[config.mk]
export PLATFORM = sky130hd
export DESIGN_NAME = lfc_mac
export DESIGN_NICKNAME = d
export VERILOG_FILES = /design/src/sv/lfc_pkg.sv /design/src/sv/lfc_mac.sv
export SDC_FILE = /design/constraint.sdc
export NUM_CORES = 1
export LEC_CHECK = 0
export BUFFER_PORTS_ARGS = -buffer_cell sky130_fd_sc_hd__buf_2
export CAP_MARGIN = 10
export CORE_MARGIN = 3
export CORE_UTILIZATION = 59
export DETAILED_ROUTE_END_ITERATION = 7
export PLACE_DENSITY_LB_ADDON = 0.3
export SLEW_MARGIN = 20
export SYNTH_ARGS = -nofsm -noshare
export SYNTH_HDL_FRONTEND = slang
export SYNTH_SLANG_ARGS = --single-unit
[constraint.sdc]
create_clock -name clk -period 8.02 [get_ports clk]
set_input_delay 0.401 -clock clk [delete_from_list [all_inputs] [get_ports clk]]
set_output_delay 0.401 -clock clk [all_outputs]
set_load 0.02 [all_outputs]
[src/sv/lfc_pkg.sv]
package lfc_pkg;

	localparam int PARTITION_LEN   = 64;
	localparam int TAIL_PARTITIONS = 16;
	localparam int TAPS            = PARTITION_LEN * (1 + TAIL_PARTITIONS);

	localparam int ADDR_W = 11;
	localparam int DATA_W = 16;
	localparam int PROD_W = 2 * DATA_W;
	localparam int ACC_W  = 40;
	localparam int SHIFT  = 15;
	localparam int RND_W  = ACC_W + 1;
	localparam int Q_W    = RND_W - SHIFT;

	localparam logic [ADDR_W-1:0] LAST_ADDR = ADDR_W'(TAPS - 1);
	localparam logic [ADDR_W-1:0] TAP_LIMIT = ADDR_W'(TAPS);

	localparam logic KIND_TAP    = 1'b0;
	localparam logic KIND_SAMPLE = 1'b1;

	typedef logic [ADDR_W-1:0]        addr_t;
	typedef logic signed [DATA_W-1:0] data_t;

	typedef struct packed {
		logic start;
		logic rd_vld;
		logic rd_last;
		logic take;
	} mac_ctrl_t;

	typedef struct packed {
		logic  done;
		data_t sample;
		logic  clip;
	} mac_res_t;

endpackage

[src/sv/lfc_mac.sv]
module lfc_mac (
	input  logic              clk,
	input  logic              arst_n,
	input  lfc_pkg::mac_ctrl_t ctrl,
	input  lfc_pkg::data_t    tap_rd,
	input  lfc_pkg::data_t    hist_rd,
	output lfc_pkg::mac_res_t res
);

	logic signed [lfc_pkg::PROD_W-1:0] prod_s2;
	logic                              vld_s2;
	logic                              last_s2;
	logic signed [lfc_pkg::ACC_W-1:0]  acc_q;
	logic                              done_q;

	logic signed [lfc_pkg::RND_W-1:0]  rnd;
	logic signed [lfc_pkg::Q_W-1:0]    q;

	always_ff @(posedge clk) begin
		prod_s2 <= tap_rd * hist_rd;
		if (ctrl.start) begin
			acc_q <= '0;
		end else if (vld_s2) begin
			acc_q <= acc_q + {{(lfc_pkg::ACC_W-lfc_pkg::PROD_W){prod_s2[lfc_pkg::PROD_W-1]}},
				prod_s2};
		end
	end

	always_ff @(posedge clk or negedge arst_n) begin
		if (!arst_n) begin
			vld_s2  <= 1'b0;
			last_s2 <= 1'b0;
			done_q  <= 1'b0;
		end else begin
			vld_s2  <= ctrl.rd_vld;
			last_s2 <= ctrl.rd_vld & ctrl.rd_last;
			if (vld_s2 && last_s2) begin
				done_q <= 1'b1;
			end else if (ctrl.take) begin
				done_q <= 1'b0;
			end
		end
	end

	// round half up, floor shift, saturate
	always_comb begin
		rnd = {acc_q[lfc_pkg::ACC_W-1], acc_q} + lfc_pkg::RND_W'(16384);
		q   = rnd[lfc_pkg::RND_W-1:lfc_pkg::SHIFT];
		res.done = done_q;
		if (q > lfc_pkg::Q_W'(32767)) begin
			res.sample = 16'sh7fff;
			res.clip   = 1'b1;
		end else if (q < -(lfc_pkg::Q_W'(32768))) begin
			res.sample = 16'sh8000;
			res.clip   = 1'b1;
		end else begin
			res.sample = q[lfc_pkg::DATA_W-1:0];
			res.clip   = 1'b0;
		end
	end

endmodule

Word level (Yosys, flattened, before mapping)
Cells that the tools add are included.
{ "word_totals": {"reg_bits": 75, "latch_bits": 0, "ram_bits": 0, "mem_bits_ro": 0, "in_bits": 38, "out_inout_bits": 18, "n_memories": 0} }
{ "op_classes": {"n_addsub": 2, "multipliers": 1, "div": 0, "n_lt_le_gt_ge": 2, "n_eq_ne": 0, "shifts": 0, "mux": 4, "bitwise": 1, "reduce_logical": 2} }
{ "ops": {"columns": ["operator", "n"], "rows": [
  ["adder 40 x 16 -> 41 bit, second input constant", 1],
  ["adder 40 bit", 1],
  ["2-to-1 mux 17 bit", 2],
  ["multiplier 16 x 16 -> 32 bit", 1],
  ["> comparator 26 x 16 -> 1 bit, second input constant", 1],
  ["less-than comparator 26 x 16 -> 1 bit, second input constant", 1],
  ["2-to-1 mux 1 bit", 2],
  ["nonzero test 2 bit", 1],
  ["AND 1 bit", 1],
  ["logical AND 1 bit", 1]
]} }

Logic depth before layout (Yosys ltp)
Gate-level depths: netlist of the first run.
{ "depth": {"word_depth": 4, "ltp_mapped": 25, "ltp_nobuf": 24} }

Worst setup path after synthesis of the first run
Ideal clock, no wire load.
{ "synth_path": {"path_kind": "input-to-reg", "start": "input port hist_rd[1]", "end": "register prod_s2[31] (netlist bit)", "setup_time_ps": 72, "arrival_ps": 6317, "setup_slack_ps": 1631, "stages": 24, "path_buffers": 2, "path_cell_list": "clkbuf_1 > nand2_1 > inv_1 > fa_1 > inv_1 > fa_1 > inv_1 > fa_1 > fa_1 > fa_1 > inv_1 > fa_1 > inv_1 > ha_1 > clkbuf_1 > a21o_1 > a21o_1 > a21o_1 > a21oi_1 > o21ai_1 > a2111oi_1 > o21bai_1 > a21oi_1 > xnor2_1"} }
{ "synth_between": {"elab_chain_len": 1} }
{ "synth_rtl": {"columns": ["item", "line_no", "rtl"], "rows": [
  ["from (decl)", "lfc_mac.sv:6", "input lfc_pkg::data_t hist_rd,"],
  ["multiplier 16 x 16 -> 32 bit", "lfc_mac.sv:20", "prod_s2 <= tap_rd * hist_rd;"],
  ["to (signal assigned)", "lfc_mac.sv:20", null],
  ["to (decl)", "lfc_mac.sv:10", "logic signed [lfc_pkg::PROD_W-1:0] prod_s2;"]
]} }
Every way passes these cells.
A chain may end at the register's enable or synchronous reset.

Worst setup path after layout of the first run
Same ends and word-level chain as after synthesis.

==> flow_summary_export.csv, run 1 <==
group,metric,value,unit
synth,main_combinational_cell_family_by_area_after_synthesis,"adder cells",
sta,slew-limit-headroom,0.408,
sta,grt_setup_unrepaired,"no",
clocking,cts.clk_slew.worst_paths,0.06,ns
sta,timing.fmax,156,MHz
routing,vias_per_cell,5.58,
hold_path,whs_path_depth,1,
routing,post-route-drc-count,0,
synth,synth_compound_area_frac,0.112,
clocking,cts_post_setup_buffers_inserted,0,
routing,detail_route.wl_per_cell,16.4,µm
worst_setup_path,crit_required,8.30,ns
finish,final_layout_size_suffix_gt1_frac,0.0592,
global_route,grt_start_max_net_pins,51,
sta,number_of_pins_exceeding_their_max_slew_limit_in_the_final_report,0,
worst_setup_path,setup.worst_path.class,"in -> reg",
place,dp_hpwl,26900,µm
worst_setup_path,critical_path.endpoint_type,"flop",
worst_setup_path,reg2reg_to,"acc_q[38]",
worst_setup_path,reg2reg_from,"acc_q[0]",
routing,detail_route.first_pass.iterations,5,
sta,timing.setup.tns,0,ns
synth,syn-cell-area,14900,µm²
hold_path,worst_hold_path_ep,"vld_s2",
synth,yosys.cell_types.count,74,
finish,antennaDiodeCount,0,
global_route,antenna_found_initial,0,
worst_setup_path,arrival,6.70,ns
worst_setup_path,setup_crit_start_kind,"primary input",
finish,final_net_count,2140,
hold_path,hold_path_startpoint,"ctrl[2]",
finish,num-fill-cells,2117,
routing,drtIter0Drc,711,
routing,dr_total_vias,11415,
sta,worst_case_clock_skew,0.0104,ns
die,top_level_ports,56,
finish,post-route-cell-area,15700,µm²
sta,setup_viol,0,
synth,synthMuxAreaShare,0.0150,
die,initial_utilization,0.606,
worst_setup_path,crit_path_max_fanout,16,
place,post_dp_cell_area,15400,µm²
clocking,worstSkewPairLatency,0.34,ns
worst_setup_path,worstRegToRegCells,12,
synth,synthFlopType,"dfxtp_1",
clocking,tritoncts.num_buffers,9,
routing,wirelength_met1,14500,µm
synth,yosys_synthesis_warning_count,0,
place,weighted_congestion_reported_at_the_end_of_routability_driven_placement,0.925,
synth,synthesized_area_per_cell,8.76,µm²
synth,yosys.area_share.adder,0.456,
global_route,grt_use_total,0.263,
die,die_area,27200,µm²
clocking,cts_hold_buf,1,
synth,synth.yosys.seq_area_share,0.102,
routing,final_antenna_net_count,0,
hold_path,min_path_type,"in -> reg",
die,core_area,24600,µm²
worst_setup_path,ff2ff_setup_slack,4.74,ns
routing,detailroute.wirelength.met3,2050,µm
clocking,clockBufferDepth,2,
synth,postSynthNetCount,2125,
clocking,cts-htree-levels,3,
die,fp.dieW,165,µm
sta,hold_violations,0,
routing,met2_wirelength,15900,µm
sta,share_of_the_cycle_needed_by_the_critical_path_after_routing,0.802,
clocking,clkSinkCount,75,
global_route,via_count_of_the_first_global_routing_pass,12002,
synth,synth-edff-count,0,
finish,areaGrowthSynthToFinish,5.65,%
sta,finalWorstPathRequiredPeriod,6.43,ns
clocking,clock_tree_from_tritoncts,"yes",
synth,synthSimpleGateAreaFrac,0.164,
synth,synth_seq_cells,75,
place,buffer_ports.inserted,55,
global_route,grt_overflow_total,0,
synth,post_synth_xor_area_fraction,0.0482,
outcome,outcome,"complete, no violations",
synth,synth_instances,1702,
clocking,clock_tree.root_cell,"clkbuf_16",
sta,postLayoutSetupSlackWorst,1.59,ns
global_route,global_route_wire_length_before_repair,57600,µm
die,fp.dieH,165,µm
die,num_rows,57,
synth,ffs_w_async_s_r_synth,0.0400,
routing,maxUsedRoutingLayer,"met4",
place,pre_cts_ws,1.22,ns
routing,wirelength,33500,µm
flow_run,cap_violations,0,
sta,timing_worst_slew_pin_value,0.888,ns
clocking,cts.repair.resized,0,
[metal layers]
layer / global-route usage / up-vias
met5: 0 / -
met4: 0.0740 / 0
met3: 0.0346 / 76
met2: 0.445 / 354
met1: 0.356 / 5621
li1: - / 5364
[flip-flops by register name, indices dropped and copies added (netlist names)]
name,count
acc_q,40
done_q,1
last_s2,1
prod_s2,32
vld_s2,1
[critical path, stage by stage]
cell and delay, ns:
buf_2 0.29, nand2_1 0.15, inv_1 0.13, fa_1 0.43, inv_1 0.23, fa_1 0.53, inv_1 0.40, fa_1 0.49
fa_1 0.47, fa_1 0.55, inv_1 0.05, fa_1 0.52, inv_1 0.04, ha_1 0.38, a21o_1 0.19, a21o_1 0.17
a21o_1 0.18, a21oi_1 0.18, o21ai_1 0.10, a2111oi_1 0.38, o21bai_1 0.12, a21oi_1 0.18, xnor2_1 0.13
[cells in the final DEF (no fill, tap or decap), types with 4 or more instances in the layout]
cell type and count:
a311oi_1 4, o31ai_1 5, nand4b_1 4, clkbuf_16 9
nor2_1 74, nor2b_1 10, a31oi_1 10, and2_1 132
o211ai_1 7, o21ai_2 9, nand4_1 8, o21a_1 10
xnor2_1 63, a21o_1 31, mux2i_1 19, and3_1 14
ha_1 122, nand3_1 20, buf_2 55, nand2_1 168
dfxtp_1 72, xor2_1 19, nand2b_1 16, nor3_1 19
and4_1 5, o21bai_1 8, a21oi_1 66, a21boi_0 4
inv_1 351, a211oi_1 9, o21ai_0 46, fa_1 263
[worst max-delay path by stage]
stage                     cells after the start  startpoint     endpoint
after floorplan                              24  hist_rd[1]  prod_s2[31]
after CTS                                    23  hist_rd[1]  prod_s2[31]
after detailed placement                     23  hist_rd[1]  prod_s2[31]
after global placement                       23  hist_rd[1]  prod_s2[31]
after global routing                         23  hist_rd[1]  prod_s2[31]
final                                        23  hist_rd[1]  prod_s2[31]
[cell type report]
cell class / count / area [µm²] / area share
Tap cell: 324 / 405 / 0.0257
Sequential cell: 75 / 1520 / 0.0964
Clock buffer: 9 / 225 / 0.0143
Clock inverter: 7 / 125 / 0.00794
Timing Repair Buffer: 59 / 312 / 0.0198
Multi-Input combinational cell: 1221 / 11800 / 0.752
Inverter: 351 / 1320 / 0.0837
[per-stage QoR]
stage | hold WS (ns) | util | cells
after floorplan | 0.105 | - | 1702
after global placement | 0.196 | 0.625 | 2028
after detailed placement | 0.201 | 0.625 | 2028
after CTS | 0.174 | 0.640 | 2045
after global routing | 0.180 | 0.640 | 2046
final | 0.176 | 0.640 | 2046
[cell usage after synthesis, types with 3 or more instances]
cell	count	area, µm²
inv_1	351	1320
fa_1	263	5270
nand2_1	168	631
and2_1	132	826
ha_1	122	1530
nor2_1	74	278
dfxtp_1	72	1440
a21oi_1	66	330
xnor2_1	63	552
clkbuf_1	48	180
o21ai_0	46	230
a21o_1	31	233
nand3_1	20	100
mux2i_1	19	190
nor3_1	19	95.1
xor2_1	19	166
nand2b_1	16	100
and3_1	14	87.6
a31oi_1	10	62.6
nor2b_1	10	62.6
o21a_1	10	75.1
a211oi_1	9	67.6
o21ai_2	9	78.8
nand4_1	8	50.1
o21bai_1	8	60.1
o211ai_1	7	52.6
and4_1	5	43.8
o31ai_1	5	37.5
a21boi_0	4	30.0
a311oi_1	4	35.0
nand4b_1	4	35.0
buf_1	3	11.3
dfrtp_1	3	75.1
o2111ai_1	3	26.3
o21ai_1	3	15.0
o22ai_1	3	18.8
[logic make-up (layout without fill, tap and decap cells)]
family	count (synthesis)	count (layout)
buffers and inverters	406	426
adders and majority gates	385	385
muxes	22	22
AOI/OAI and AO/OA	246	246
DFF	75	75
and+or+nand+nor	486	486
xor gates and xnor gates	82	82
Power of run 1 is left out: the tool's default activity adds up to more than one toggle a clock period on the data nets, which glitch-free logic cannot reach.
==> run 2: changes to the inputs <==
==> constraint.sdc (replaced) <==
create_clock -name clk -period 6.5 [get_ports clk]
set_input_delay 0.325 -clock clk [delete_from_list [all_inputs] [get_ports clk]]
set_output_delay 0.325 -clock clk [all_outputs]
set_load 0.02 [all_outputs]
==> run 2 against run 1 <==
Against the previous run:
- sequential share of layout area is essentially flat
- flip-flop and latch count unchanged
- global-route usage decreased by 0.055 points
- critical endpoint unchanged
- via count is 0.69% lower
- cell count up 0.59%
- first-iteration DRC count increased by 8.0%
- largest cell class unchanged
- die area unchanged
- routed wire length shrank 0.21%
- clock skew is 0.0041 ns higher
==> flow_summary_export.csv, run 2 (synthesis gave the netlist of run 1 again) <==
group,metric,value,unit
die,fp.dieW,165,µm
clocking,worstSkewPairLatency,0.33,ns
finish,mostFrequentLayoutCells,"inv_1, fa_1, nand2_1",
finish,final_layout_size_suffix_gt1_frac,0.0640,
routing,detail_route.first_pass.iterations,5,
place,dp_hpwl,27500,µm
global_route,grt_use_total,0.262,
clocking,clock_tree_from_tritoncts,"yes",
sta,slew-limit-headroom,0.257,
finish,max_flop_register,"acc_q",
worst_setup_path,reg2reg_from,"acc_q[0]",
routing,post-route-drc-count,0,
routing,detail_route.wl_per_cell,16.2,µm
place,pre_cts_ws,0.0342,ns
sta,timing_worst_slew_pin_value,1.11,ns
die,num_rows,57,
worst_setup_path,ff2ff_setup_slack,3.29,ns
sta,finalWorstPathRequiredPeriod,6.19,ns
global_route,via_count_of_the_first_global_routing_pass,11872,
worst_setup_path,worstRegToRegCells,12,
worst_setup_path,setup.worst_path.class,"in -> reg",
routing,final_antenna_net_count,0,
sta,setup_viol,0,
clocking,clockBufferDepth,2,
clocking,cts-htree-levels,3,
worst_setup_path,cp_cell_sequence,"buf_2 -> nand2_1 -> fa_1 -> inv_1 -> fa_1 -> inv_1 -> fa_1 -> inv_1 -> fa_1 -> fa_1 -> inv_1 -> fa_1 -> inv_1 -> ha_1 -> a2111oi_1 -> o21ai_0 -> o21ai_0 -> o211ai_1 -> o2bb2ai_1 -> a2111oi_1 -> o21bai_1 -> a21oi_1 -> xnor2_1",
worst_setup_path,crit_family,"adder cells",
global_route,grt_overflow_total,0,
finish,areaGrowthSynthToFinish,5.84,%
worst_setup_path,worst_path_largest_cell_delay,0.54,ns
die,initial_utilization,0.606,
die,core_area,24600,µm²
worst_setup_path,crit_path_max_fanout,16,
worst_setup_path,critical_path.endpoint_type,"flop",
flow_run,cap_violations,0,
hold_path,hold_path_startpoint,"ctrl[2]",
sta,timing.setup.tns,0,ns
sta,fin_hold_ws,0.107,ns
sta,hold_violations,0,
finish,largest_register_ffs,40,
hold_path,min_path_type,"in -> reg",
place,weighted_congestion_reported_at_the_end_of_routability_driven_placement,0.898,
hold_path,worst_hold_path_ep,"vld_s2",
routing,dr_total_vias,11336,
worst_setup_path,critPathMostFrequentCell,"fa_1",
worst_setup_path,setup_crit_start_kind,"primary input",
sta,worst_case_clock_skew,0.0146,ns
finish,final_common_cell,"inv_1",
routing,drtIter0Drc,768,
sta,timing.fmax,161,MHz
clocking,cts.clk_slew.worst_paths,0.06,ns
routing,wirelength,33400,µm
clocking,tritoncts.num_buffers,9,
global_route,grt_start_max_net_pins,51,
place,buffer_ports.inserted,55,
routing,vias_per_cell,5.51,
hold_path,whs_path_depth,1,
global_route,global_route_wire_length_before_repair,57700,µm
finish,reg.largest.list,"acc_q: 40 flops, prod_s2: 32 flops",
outcome,outcome,"complete, no violations",
finish,final_net_count,2153,
die,fp.dieH,165,µm
sta,postLayoutSetupSlackWorst,0.307,ns
clocking,cts_post_setup_buffers_inserted,0,
clocking,clock_tree.root_cell,"clkbuf_16",
worst_setup_path,cp.buffers_inverters,6,
die,die_area,27200,µm²
finish,antennaDiodeCount,0,
die,top_level_ports,56,
sta,number_of_pins_exceeding_their_max_slew_limit_in_the_final_report,0,
clocking,clkSinkCount,75,
sta,share_of_the_cycle_needed_by_the_critical_path_after_routing,0.953,
finish,num-fill-cells,2088,
global_route,antenna_found_initial,0,
worst_setup_path,reg2reg_to,"acc_q[38]",
worst_setup_path,crit_required,6.76,ns
worst_setup_path,cp_slowest_cell,"fa_1",
sta,grt_setup_unrepaired,"no",
worst_setup_path,arrival,6.46,ns
run 2: cell count changes in the layout (fill, tap and decap cells not counted), moves of 3 or more:
cell and delta:
clkinv_4 -3, clkbuf_1 +3, buf_2 -3, clkbuf_4 +3, buf_4 +14
run 2: metrics by stage:
stage | cells | utilization | instance area [µm²]
final | 2058 | 0.641 | 15800
after global routing | 2058 | 0.641 | 15800
after CTS | 2058 | 0.641 | 15800
after detailed placement | 2042 | 0.629 | 15500
after global placement | 2042 | 0.629 | 15500
after floorplan | 1702 | - | 14900
run 2: repair_timing:
item,4_1_cts,5_1_grt
hold buffers,1,0
setup endpoints to repair,0,1
resized for setup,0,4
hold endpoints to repair,3,0
run 2: per-layer routing:
| layer | vias up | wire, µm | global-route usage |
|---|---|---|---|
| met5 | - | 0 | 0 |
| met4 | 0 | 887 | 0.0682 |
| met3 | 67 | 1870 | 0.0349 |
| met2 | 317 | 16000 | 0.445 |
| met1 | 5567 | 14600 | 0.357 |
| li1 | 5385 | - | - |
run 2: layout make-up:
class | instances | area [µm²] | share of cell area
Multi-Input combinational cell | 1221 | 11800 | 0.751
Sequential cell | 75 | 1520 | 0.0962
Inverter | 351 | 1320 | 0.0835
Timing Repair Buffer | 72 | 413 | 0.0262
Tap cell | 324 | 405 | 0.0257
Clock buffer | 12 | 236 | 0.0150
Clock inverter | 3 | 40.0 | 0.00254
run 2: how the worst max path moves through the flow:
stage | depth (start not counted) | slack, ns | startpoint | to
after floorplan | 24 | 0.19 | hist_rd[1] | prod_s2[31]
after global placement | 22 | 0.27 | tap_rd[5] | prod_s2[28]
after detailed placement | 23 | 0.03 | hist_rd[9] | prod_s2[31]
after CTS | 23 | 0.36 | hist_rd[9] | prod_s2[31]
after global routing | 23 | 0.02 | tap_rd[6] | prod_s2[31]
final | 23 | 0.31 | tap_rd[6] | prod_s2[31]
Power of run 2 is left out for the same reason.
